## src/msbbp_pkg.sv

```systemverilog
package msbbp_pkg;

    // input modes
    localparam logic [1:0] MODE_BIT   = 2'd0;
    localparam logic [1:0] MODE_BYTE  = 2'd1;
    localparam logic [1:0] MODE_WORD  = 2'd2;
    localparam logic [1:0] MODE_FLUSH = 2'd3;

    // bit position of an empty, aligned partial byte
    localparam logic [2:0] POS_EMPTY = 3'd7;

    // default depth of the queue between front and back
    localparam int QUEUE_DEPTH = 2;

    // one queued job: an optional leading byte, then an optional 32-bit word
    typedef struct packed {
        logic        pad_vld;
        logic [7:0]  pad;
        logic        word_vld;
        logic [31:0] word;
    } t_entry;

    // back-end progress through the head job
    typedef struct packed {
        logic       pad_done;
        logic [1:0] wcnt;
    } t_back_stat;

endpackage

```

## src/msbbp_if.sv

```systemverilog
interface msbbp_in_if;
    import msbbp_pkg::*;
    logic        valid;
    logic        ready;
    logic [1:0]  mode;
    logic [31:0] value;

    modport source (output valid, output mode, output value, input ready);
    modport sink   (input valid, input mode, input value, output ready);
endinterface

interface msbbp_out_if;
    logic       valid;
    logic       ready;
    logic [7:0] out_byte;
    logic       last_of_run;

    modport source (output valid, output out_byte, output last_of_run, input ready);
    modport sink   (input valid, input out_byte, input last_of_run, output ready);
endinterface

```

## src/msbbp_front.sv

```systemverilog
module msbbp_front
    import msbbp_pkg::*;
(
    input  logic         i_clk,
    input  logic         i_rst_n,
    msbbp_in_if.sink     i_in,
    input  logic         i_q_ready,
    output logic         o_push,
    output t_entry       o_entry
);

    logic [7:0]  r_part, n_part;
    logic [2:0]  r_pos, n_pos;
    logic        accept;
    logic [7:0]  bit_set;
    logic [7:0]  part_m;
    logic [15:0] byte_shift;
    t_entry      ent;

    assign i_in.ready = i_q_ready;
    assign accept     = i_in.valid && i_q_ready;

    always_comb begin
        bit_set    = 8'd1 << r_pos;
        part_m     = r_part | ((i_in.value == 32'd1) ? bit_set : 8'd0);
        // leftover low bits of a byte move to the top of the next partial byte
        byte_shift = {8'd0, i_in.value[7:0]} << ({1'b0, r_pos} + 4'd1);
        ent        = '0;
        n_part     = r_part;
        n_pos      = r_pos;
        case (i_in.mode)
            MODE_BIT: begin
                if (r_pos == 3'd0) begin
                    ent.pad_vld = 1'b1;
                    ent.pad     = part_m;
                    n_part      = 8'd0;
                    n_pos       = POS_EMPTY;
                end else begin
                    n_part = part_m;
                    n_pos  = r_pos - 3'd1;
                end
            end
            MODE_BYTE: begin
                ent.pad_vld = 1'b1;
                ent.pad     = r_part | (i_in.value[7:0] >> (POS_EMPTY - r_pos));
                n_part      = byte_shift[7:0];
            end
            MODE_WORD: begin
                ent.pad_vld  = (r_pos != POS_EMPTY);
                ent.pad      = r_part;
                ent.word_vld = 1'b1;
                ent.word     = i_in.value;
                n_part       = 8'd0;
                n_pos        = POS_EMPTY;
            end
            default: begin
                ent.pad_vld = (r_pos != POS_EMPTY);
                ent.pad     = r_part;
                n_part      = 8'd0;
                n_pos       = POS_EMPTY;
            end
        endcase
    end

    assign o_entry = ent;
    assign o_push  = accept && (ent.pad_vld || ent.word_vld);

    always_ff @(posedge i_clk) begin
        if (!i_rst_n) begin
            r_part <= 8'd0;
            r_pos  <= POS_EMPTY;
        end else if (accept) begin
            r_part <= n_part;
            r_pos  <= n_pos;
        end
    end

endmodule

```

## src/msbbp_queue.sv

```systemverilog
module msbbp_queue
    import msbbp_pkg::*;
#(
    parameter int P_DEPTH = QUEUE_DEPTH
) (
    input  logic   i_clk,
    input  logic   i_rst_n,
    input  logic   i_push,
    input  t_entry i_entry,
    output logic   o_ready,
    input  logic   i_pop,
    output logic   o_vld,
    output t_entry o_head,
    output logic [$clog2(P_DEPTH+1)-1:0] o_count
);

    localparam int AW = (P_DEPTH > 1) ? $clog2(P_DEPTH) : 1;
    localparam int CW = $clog2(P_DEPTH + 1);
    localparam logic [AW-1:0] LAST_PTR = AW'(P_DEPTH - 1);
    localparam logic [CW-1:0] FULL_CNT = CW'(P_DEPTH);

    t_entry        r_mem [P_DEPTH];
    logic [AW-1:0] r_wptr, r_rptr;
    logic [CW-1:0] r_cnt;
    logic          do_push, do_pop;

    assign o_ready = (r_cnt != FULL_CNT);
    assign o_vld   = (r_cnt != '0);
    assign o_head  = r_mem[r_rptr];
    assign o_count = r_cnt;
    assign do_push = i_push && o_ready;
    assign do_pop  = i_pop && o_vld;

    always_ff @(posedge i_clk) begin
        if (do_push) begin
            r_mem[r_wptr] <= i_entry;
        end
    end

    always_ff @(posedge i_clk) begin
        if (!i_rst_n) begin
            r_wptr <= '0;
            r_rptr <= '0;
            r_cnt  <= '0;
        end else begin
            if (do_push) begin
                r_wptr <= (r_wptr == LAST_PTR) ? '0 : r_wptr + AW'(1);
            end
            if (do_pop) begin
                r_rptr <= (r_rptr == LAST_PTR) ? '0 : r_rptr + AW'(1);
            end
            case ({do_push, do_pop})
                2'b10:   r_cnt <= r_cnt + CW'(1);
                2'b01:   r_cnt <= r_cnt - CW'(1);
                default: r_cnt <= r_cnt;
            endcase
        end
    end

endmodule

```

## src/msbbp_back.sv

```systemverilog
module msbbp_back
    import msbbp_pkg::*;
(
    input  logic        i_clk,
    input  logic        i_rst_n,
    input  logic        i_vld,
    input  t_entry      i_head,
    output logic        o_pop,
    output t_back_stat  o_stat,
    msbbp_out_if.source o_out
);

    logic       r_vld;
    logic [7:0] r_byte;
    logic       r_last;
    logic       r_pad_done;
    logic [1:0] r_wcnt;
    logic       load;
    logic       use_pad;
    logic [7:0] cur_byte;
    logic       cur_last;

    assign load    = i_vld && (!r_vld || o_out.ready);
    assign use_pad = i_head.pad_vld && !r_pad_done;

    always_comb begin
        if (use_pad) begin
            cur_byte = i_head.pad;
            cur_last = !i_head.word_vld;
        end else begin
            cur_byte = i_head.word[{r_wcnt, 3'b000} +: 8];
            cur_last = (r_wcnt == 2'd3);
        end
    end

    assign o_pop           = load && cur_last;
    assign o_stat.pad_done = r_pad_done;
    assign o_stat.wcnt     = r_wcnt;

    always_ff @(posedge i_clk) begin
        if (!i_rst_n) begin
            r_vld      <= 1'b0;
            r_pad_done <= 1'b0;
            r_wcnt     <= 2'd0;
        end else begin
            if (load) begin
                r_vld <= 1'b1;
            end else if (o_out.ready) begin
                r_vld <= 1'b0;
            end
            if (load) begin
                if (cur_last) begin
                    r_pad_done <= 1'b0;
                    r_wcnt     <= 2'd0;
                end else if (use_pad) begin
                    r_pad_done <= 1'b1;
                end else begin
                    r_wcnt <= r_wcnt + 2'd1;
                end
            end
        end
    end

    always_ff @(posedge i_clk) begin
        if (load) begin
            r_byte <= cur_byte;
            r_last <= cur_last;
        end
    end

    assign o_out.valid       = r_vld;
    assign o_out.out_byte    = r_byte;
    assign o_out.last_of_run = r_last;

endmodule

```

## src/msb_first_bit_packer_top.sv

```systemverilog
// channel | dir | payload                    | beats per item
// i_in    | in  | mode[1:0], value[31:0]     | 1
// o_out   | out | out_byte[7:0], last_of_run | 0 to 5
//
// one input beat is taken per cycle while the job queue has room
// bit and byte beats give at most one output beat: one per cycle while o_out is ready
// a word beat gives four or five output beats, one per cycle while o_out is ready
// output register lets a new beat enter while a finished byte still waits
// reset (synchronous, active low) empties the partial byte, the queue and the output
// back pressure on o_out fills the queue, then drops i_in.ready
module msb_first_bit_packer_top
    import msbbp_pkg::*;
#(
    parameter int P_DEPTH = QUEUE_DEPTH
) (
    input  logic         i_clk,
    input  logic         i_rst_n,
    msbbp_in_if.sink     i_in,
    msbbp_out_if.source  o_out
);

    // front to queue
    logic       push;
    t_entry     push_entry;
    logic       q_ready;

    // queue to back
    logic       q_vld;
    t_entry     q_head;
    logic       pop;
    logic [$clog2(P_DEPTH+1)-1:0] q_count;
    t_back_stat back_stat;

    // front: tracks the partial byte and turns each beat that yields bytes into a job
    msbbp_front u_front (
        .i_clk     (i_clk),
        .i_rst_n   (i_rst_n),
        .i_in      (i_in),
        .i_q_ready (q_ready),
        .o_push    (push),
        .o_entry   (push_entry)
    );

    // short job queue so front and back stall independently
    msbbp_queue #(
        .P_DEPTH (P_DEPTH)
    ) u_queue (
        .i_clk   (i_clk),
        .i_rst_n (i_rst_n),
        .i_push  (push),
        .i_entry (push_entry),
        .o_ready (q_ready),
        .i_pop   (pop),
        .o_vld   (q_vld),
        .o_head  (q_head),
        .o_count (q_count)
    );

    // back: walks the head job byte by byte into the output register
    msbbp_back u_back (
        .i_clk   (i_clk),
        .i_rst_n (i_rst_n),
        .i_vld   (q_vld),
        .i_head  (q_head),
        .o_pop   (pop),
        .o_stat  (back_stat),
        .o_out   (o_out)
    );

`ifndef SYNTHESIS
    // queue never holds more jobs than it has room for
    a_count_bound: assert property (@(posedge i_clk) disable iff (!i_rst_n)
        q_count <= ($clog2(P_DEPTH+1))'(P_DEPTH))
        else $error("job queue count beyond depth");

    // a job in the queue always has at least one byte to give
    a_job_nonempty: assert property (@(posedge i_clk) disable iff (!i_rst_n)
        push |-> (push_entry.pad_vld || push_entry.word_vld))
        else $error("empty job pushed");

    // mid-word progress only exists on a queued word job
    a_word_progress: assert property (@(posedge i_clk) disable iff (!i_rst_n)
        (back_stat.wcnt != 2'd0) |-> (q_vld && q_head.word_vld))
        else $error("word byte count without word job");

    // a sent leading byte only exists on a queued job that also carries a word
    a_pad_progress: assert property (@(posedge i_clk) disable iff (!i_rst_n)
        back_stat.pad_done |-> (q_vld && q_head.pad_vld && q_head.word_vld))
        else $error("leading byte marked sent on wrong job");
`endif

endmodule

```

## src/flat_wrapper.sv

```systemverilog
// flat-port wrapper written by rule: the top's interface ports become plain ports
module msb_first_bit_packer_top_flat import msbbp_pkg::*;
#(
    parameter int P_DEPTH = QUEUE_DEPTH
)
  (i_clk, i_rst_n, i_in_valid, i_in_mode, i_in_value, i_in_ready, o_out_valid, o_out_out_byte, o_out_last_of_run, o_out_ready);
  msbbp_in_if i_in_i ();
  msbbp_out_if o_out_i ();
  input  logic i_clk;
  input  logic i_rst_n;
  input wire logic [$bits(i_in_i.valid)-1:0] i_in_valid;
  input wire logic [$bits(i_in_i.mode)-1:0] i_in_mode;
  input wire logic [$bits(i_in_i.value)-1:0] i_in_value;
  output wire logic [$bits(i_in_i.ready)-1:0] i_in_ready;
  output wire logic [$bits(o_out_i.valid)-1:0] o_out_valid;
  output wire logic [$bits(o_out_i.out_byte)-1:0] o_out_out_byte;
  output wire logic [$bits(o_out_i.last_of_run)-1:0] o_out_last_of_run;
  input wire logic [$bits(o_out_i.ready)-1:0] o_out_ready;
  assign i_in_i.valid = i_in_valid;
  assign i_in_i.mode = i_in_mode;
  assign i_in_i.value = i_in_value;
  assign i_in_ready = i_in_i.ready;
  assign o_out_valid = o_out_i.valid;
  assign o_out_out_byte = o_out_i.out_byte;
  assign o_out_last_of_run = o_out_i.last_of_run;
  assign o_out_i.ready = o_out_ready;
  msb_first_bit_packer_top #(.P_DEPTH(P_DEPTH)) u_core (.i_clk(i_clk), .i_rst_n(i_rst_n), .i_in(i_in_i), .o_out(o_out_i));
endmodule
```

## config.mk

```make
export PLATFORM = sky130hd
export DESIGN_NAME = msb_first_bit_packer_top_flat
export DESIGN_NICKNAME = d
export VERILOG_FILES = /design/src/msbbp_pkg.sv /design/src/msbbp_if.sv /design/src/msbbp_front.sv /design/src/msbbp_queue.sv /design/src/msbbp_back.sv /design/src/msb_first_bit_packer_top.sv /design/src/flat_wrapper.sv
export SDC_FILE = /design/constraint.sdc
export NUM_CORES = 1
export LEC_CHECK = 0
export BUFFER_PORTS_ARGS = -buffer_cell sky130_fd_sc_hd__buf_2
export CAP_MARGIN = 10
export CORE_MARGIN = 4
export CORE_UTILIZATION = 35
export CTS_CLUSTER_SIZE = 10
export DETAILED_ROUTE_END_ITERATION = 8
export GPL_TIMING_DRIVEN = 0
export PLACE_DENSITY = 0.5
export REMOVE_ABC_BUFFERS = 1
export SLEW_MARGIN = 5
export SYNTH_ARGS = -nofsm -noshare
export SYNTH_HDL_FRONTEND = slang
export SYNTH_HIERARCHICAL = 1
export SYNTH_SLANG_ARGS = --single-unit
```

## constraint.sdc

```tcl
create_clock -name i_clk -period 6 [get_ports i_clk]
set_input_delay 1.2 -clock i_clk [delete_from_list [all_inputs] [get_ports i_clk]]
set_output_delay 1.2 -clock i_clk [all_outputs]
set_load 0.05 [all_outputs]
```

==> results.json, run 1 <==
{
  "critPathMostFrequentCell": "sky130_fd_sc_hd__ha_1",
  "tritoncts_clock_tree": "built",
  "p_total_w": 0.00229,
  "holdCritPathClass": "reg2reg",
  "drive_above_1_share_pct": 30.0,
  "syn_area_sq_mm": 0.00595,
  "dr.pass1.iters": 4,
  "critPathArrivalTime_ps": 4070,
  "rsz0062_at_grt": "false",
  "insertedDiodeCount": 0,
  "worstHoldPathCells": 2,
  "clock-skew-final_ps": 8.30,
  "period_share_pct": 62.1,
  "effective_utilization_at_floorplan_pct": 35.7,
  "overflow_left_after_global_routing": 0,
  "detailedRoute.firstIterationViolations": 220,
  "htreeDepth": 4,
  "timing.critical_path.slowest_stage_cell": "sky130_fd_sc_hd__dfxtp_1",
  "std_cell_rows": 47,
  "fp.coreArea_sq_mm": 0.0166,
  "number_of_endpoints_with_negative_hold_slack_in_the_final_report": 0,
  "fill_cells": 1579,
  "detail_route.vias_per_cell": 5.46,
  "worst-r2r-cell-count": 10,
  "hold_buffers": 0,
  "die_area_sq_mm": 0.0191,
  "most_common_library_cell_in_the_layout_ignoring_fill_and_taps": "sky130_fd_sc_hd__edfxtp_1",
  "clk_transition_reported_paths_ps": 50,
  "cp.required_ps": 6340,
  "drtAntennaViolNets": 0,
  "io_pins": 49,
  "worst_ir_drop_on_vdd_mv": 0.194,
  "clk_path_buf_depth": 2,
  "globalRouteTotalUtil_pct": 15.2,
  "cts_root_buf": "sky130_fd_sc_hd__clkbuf_16",
  "nNetsFinal": 552,
  "die_w_um": 138,
  "cts_inserted_buffers": 17,
  "crit_path_cell_trace": "inv_2 > ha_1 > nor2b_1 > nor2_2 > a21oi_1 > o21a_1 > nand2_1 > ha_1 > or3_1 > a21boi_1",
  "critical_path_peak_fanout": 29,
  "dpl.hpwl_um": 9620,
  "worst-slew-pin-transition_ps": 1150,
  "final.min_clock_period_ps": 3730,
  "timing.final.max_slew_violations": 0,
  "port_buffers": 48,
  "drc": 0,
  "final.hold.worst_slack_ps": 504,
  "place.gp.congestion": 0.839,
  "timing_worst_setup_path_type": "reg2reg",
  "synth_warnings": 6,
  "worst_path_largest_cell_delay_ps": 1080,
  "grt_start_max_net_pins": 45,
  "max_cap_viol_count": 0,
  "setup.worst_path.start_class": "flip-flop",
  "synth_area_per_cell_sq_um": 12.7,
  "p_leak_nw": 2.58,
  "antenna_violations_before_repair": 0,
  "fmax_mhz": 268,
  "clkLatencyLatePin_ps": 410,
  "global_route_wire_length_before_repair_um": 23200,
  "final_setup_fails": 0,
  "ctsResizeCount": 0,
  "vias": 4026,
  "synthToLayoutAreaGrowth_pct": 17.0,
  "cts_setup_buffers": 0,
  "wire_per_inst_um": 19.6,
  "sink_count_of_the_clock_tree": 113,
  "grt_pass1_vias": 4111,
  "fin_tns_setup_ps": 0,
  "route.final.wire_length_um": 14400,
  "synth_cells": 469,
  "max-slew-margin-rel_pct": 23.2,
  "final_cell_mix": "sky130_fd_sc_hd__edfxtp_1 (93), sky130_fd_sc_hd__buf_2 (48), sky130_fd_sc_hd__mux2_2 (43), sky130_fd_sc_hd__and3_1 (34), sky130_fd_sc_hd__mux2i_1 (26)",
  "floorplan.die.height_um": 138,
  "timing.critical_path.to_type": "flip-flop",
  "power_per_cell_area_mw_per_mm2": 329,
  "status": "finished clean"
}
==> layout make-up <==
type                    instances  area [sq um]  share of cell area [%]
clock buffers                  17           425                    6.11
flip-flops and latches        113          3190                    45.9
multi-input cells             308          2510                    36.1
repair buffers                 52           315                    4.53
clock inverters                15           191                    2.75
well taps                     220           275                    3.95
inverters                      12          45.0                   0.647
==> state kept, by name, indices dropped and copies added, names as in the netlist, 2 cells and up, named ones only <==
name and flops:
u_core/u_queue/r_mem 84, u_core/u_back/o_out.out_byte 8, u_core/u_queue/o_count 2, u_core/u_front/r_pos 3, u_core/u_front/r_part 8, u_core/u_back/r_wcnt 2
==> where the power goes <==
part	internal, W	switching (W)
sequential	0.000910	0.0000223
clock	0.000691	0.000351
combinational	0.000117	0.000197
total	0.00172	0.000570
==> metal layers <==
metal	track usage [%]	share of wire (%)	vias up
met5	0	0	-
met4	4.52	0.87	0
met3	3.56	4.3	9
met2	24.6	48	113
met1	20.5	47	2000
li1	-	-	1904
==> per-stage QoR <==
stage          util [%]  std cells  setup WS (ps)  instance area, sq um
2_1_floorplan         -        433           2680                  5750
3_3_place_gp       37.7        701            993                  6270
3_5_place_dp       38.0        704           2190                  6330
4_1_cts            41.7        736           2300                  6950
5_1_grt            41.8        737           2020                  6960
6_report           41.8        737           2270                  6960
==> worst paths after layout <==
path | start | end | slack [ps]
hold reg to reg | u_core/u_front/r_part[0] | u_core/u_front/r_part[0] | 500
hold / removal | u_core/u_front/r_part[0] | u_core/u_front/r_part[0] | 500
setup / recovery | u_core/u_front/r_pos[0] | u_core/u_queue/o_count[1] | 2270
setup reg to reg | u_core/u_front/r_pos[0] | u_core/u_queue/o_count[1] | 2270
==> worst max-delay path, delay by kind of cell (launching register included) <==
| kind | cells | cell delay [ps] |
|---|---|---|
| AOI/OAI and AO/OA | 3 | 590 |
| adders and majority gates | 2 | 600 |
| buffers and inverters | 1 | 240 |
| DFF | 1 | 1080 |
| and+or+nand+nor | 4 | 1150 |
Power figures use the tool's default switching activity.
==> run 2, diff against run 1 <==
Settings changed: PLACE_DENSITY 0.5 to 0.52.
Clock period 6 ns to 3.1 ns, I/O delays scaled along.
==> run 2 against run 1 <==
  * Non-clock buffer count is 1 lower
  * Critical path type unchanged
  * Power is 95% higher
  * Cell area is 0.45% higher
  * Global-route usage is 0.19 points higher
  * Final cell count is 0.27% lower
  * Sequential power is 95% higher
  * Via count is 1.1% higher
  * Fmax is 30% higher
  * Routed wire length is 1.2% higher
  * Core utilization is 0.19 points higher
  * Combinational power is 89% higher
==> results.json, run 2 (synthesis gave the netlist of run 1 again) <==
{
  "status": "finished clean",
  "die_area_sq_mm": 0.0191,
  "vias": 4072,
  "detailedRoute.firstIterationViolations": 278,
  "ctsResizeCount": 6,
  "fp.coreArea_sq_mm": 0.0166,
  "final_setup_fails": 0,
  "final.min_clock_period_ps": 2860,
  "worst-slew-pin-transition_ps": 1190,
  "floorplan.die.height_um": 138,
  "largest_register_ff_count": 84,
  "most_common_library_cell_in_the_layout_ignoring_fill_and_taps": "sky130_fd_sc_hd__edfxtp_1",
  "clk_transition_reported_paths_ps": 50,
  "cts_inserted_buffers": 17,
  "timing_worst_setup_path_type": "reg2reg",
  "crit_path_cell_trace": "inv_2 > ha_1 > nor2b_2 > nor2_4 > a21oi_1 > o21a_1 > nand3b_1 > inv_4 > buf_16",
  "insertedDiodeCount": 0,
  "std_cell_rows": 47,
  "worst_ir_drop_on_vdd_mv": 0.349,
  "clk_path_buf_depth": 2,
  "p_total_w": 0.00447,
  "cts_root_buf": "sky130_fd_sc_hd__clkbuf_16",
  "critPathArrivalTime_ps": 2970,
  "dr.pass1.iters": 5,
  "place.gp.congestion": 0.833,
  "worst_path_largest_cell_delay_ps": 460,
  "registers.top_by_ff_count": "u_core/u_queue/r_mem",
  "drtAntennaViolNets": 0,
  "timing.final.max_slew_violations": 0,
  "period_share_pct": 92.4,
  "global_route_wire_length_before_repair_um": 23400,
  "sink_count_of_the_clock_tree": 113,
  "die_w_um": 138,
  "cp.required_ps": 3210,
  "max-slew-margin-rel_pct": 20.7,
  "number_of_endpoints_with_negative_hold_slack_in_the_final_report": 0,
  "timing.critical_path.slowest_stage_cell": "sky130_fd_sc_hd__dfxtp_4",
  "effective_utilization_at_floorplan_pct": 35.7,
  "cpLargestDelayFamily": "buffers and inverters",
  "port_buffers": 48,
  "route.final.wire_length_um": 14600,
  "grt_pass1_vias": 4200,
  "fmax_mhz": 349,
  "synthToLayoutAreaGrowth_pct": 17.5,
  "wire_per_inst_um": 19.8,
  "nNetsFinal": 551,
  "rsz0062_at_grt": "false",
  "cts_setup_buffers": 0,
  "p_leak_nw": 2.58,
  "grt_start_max_net_pins": 45,
  "detail_route.vias_per_cell": 5.54,
  "setup.worst_path.start_class": "flip-flop",
  "drc": 0,
  "antenna_violations_before_repair": 0,
  "hold_buffers": 0,
  "dpl.hpwl_um": 9800,
  "critical_path_peak_fanout": 29,
  "globalRouteTotalUtil_pct": 15.4,
  "tritoncts_clock_tree": "built",
  "clkLatencyLatePin_ps": 400,
  "timing.critical_path.to_type": "flip-flop",
  "finish.utilization_pct": 42.0,
  "max_cap_viol_count": 0,
  "drive_above_1_share_pct": 29.7,
  "io_pins": 49,
  "holdCritPathClass": "reg2reg",
  "final_cell_mix": "sky130_fd_sc_hd__edfxtp_1 (93), sky130_fd_sc_hd__buf_2 (48), sky130_fd_sc_hd__mux2_2 (43), sky130_fd_sc_hd__and3_1 (34), sky130_fd_sc_hd__mux2i_1 (26)",
  "overflow_left_after_global_routing": 0,
  "htreeDepth": 4,
  "clock-skew-final_ps": 6.50,
  "power_per_cell_area_mw_per_mm2": 639,
  "fill_cells": 1578,
  "critPathBufInv": 3
}
## run 2: cell types whose count changed in the layout (fill, tap and decap cells not counted), moves of 2 or more
cell	delta
sky130_fd_sc_hd__clkinv_1	+2
sky130_fd_sc_hd__clkinv_4	-2
sky130_fd_sc_hd__clkinv_2	-2
sky130_fd_sc_hd__dfxtp_1	-2
sky130_fd_sc_hd__buf_16	+3
sky130_fd_sc_hd__buf_12	-3
## run 2: routing by layer
layer / wire [um] / GRT usage (%) / up-vias / part of all wire, %
li1: - / - / 1905 / -
met1: 6650 / 20.7 / 2029 / 46
met2: 7060 / 24.7 / 132 / 48
met3: 786 / 3.94 / 6 / 5.4
met4: 87 / 4.63 / 0 / 0.60
met5: 0 / 0 / - / 0
## run 2: final cells by class
class                           instances  area, sq um  share of cell area (%)
Inverter                               12         47.5                   0.680
Sequential cell                       113         3200                    45.8
Clock inverter                         13          193                    2.76
Timing Repair Buffer                   51          323                    4.62
Multi-Input combinational cell        308         2530                    36.1
Clock buffer                           18          429                    6.14
Tap cell                              220          275                    3.94
## run 2: report_power, final
part           internal, W  total, W  leakage (nW)  switching [W]
Sequential         0.00176   0.00182          1.04      0.0000612
Combinational     0.000228  0.000593          1.24       0.000365
Clock              0.00141   0.00205         0.302       0.000646
Total              0.00340   0.00447          2.58        0.00107
## run 2: path summary, 6_finish.rpt
path | depth (start not counted) | to | slack (ps) | start
worst max-delay path | 9 | u_core/u_queue/r_mem[0][20] | 240 | u_core/u_front/r_pos[0]
worst min-delay path | 2 | u_core/u_front/r_part[7] | 490 | u_core/u_front/r_part[7]
worst max register to register | 9 | u_core/u_queue/r_mem[0][20] | 240 | u_core/u_front/r_pos[0]
worst min register to register | 2 | u_core/u_front/r_part[7] | 490 | u_core/u_front/r_part[7]
## run 2: stage by stage
stage          TNS [ps]  hold slack, ps  area (sq um)  setup slack (ps)  std cells
4_1_cts               0             492          6990               132        735
3_3_place_gp    -121230             477          6270             -1540        701
3_5_place_dp     -46480             485          6350              -672        704
5_1_grt               0             526          6990              53.0        735
2_1_floorplan     -8390             457          5750              -165        433
6_report              0             495          6990               236        735
## run 2: worst register-to-register path: stages, from the launching register on
cell,delay (ps)
sky130_fd_sc_hd__dfxtp_4,460
sky130_fd_sc_hd__inv_2,190
sky130_fd_sc_hd__ha_1,220
sky130_fd_sc_hd__nor2b_2,390
sky130_fd_sc_hd__nor2_4,150
sky130_fd_sc_hd__a21oi_1,250
sky130_fd_sc_hd__o21a_1,210
sky130_fd_sc_hd__nand3b_1,160
sky130_fd_sc_hd__inv_4,310
sky130_fd_sc_hd__buf_16,230
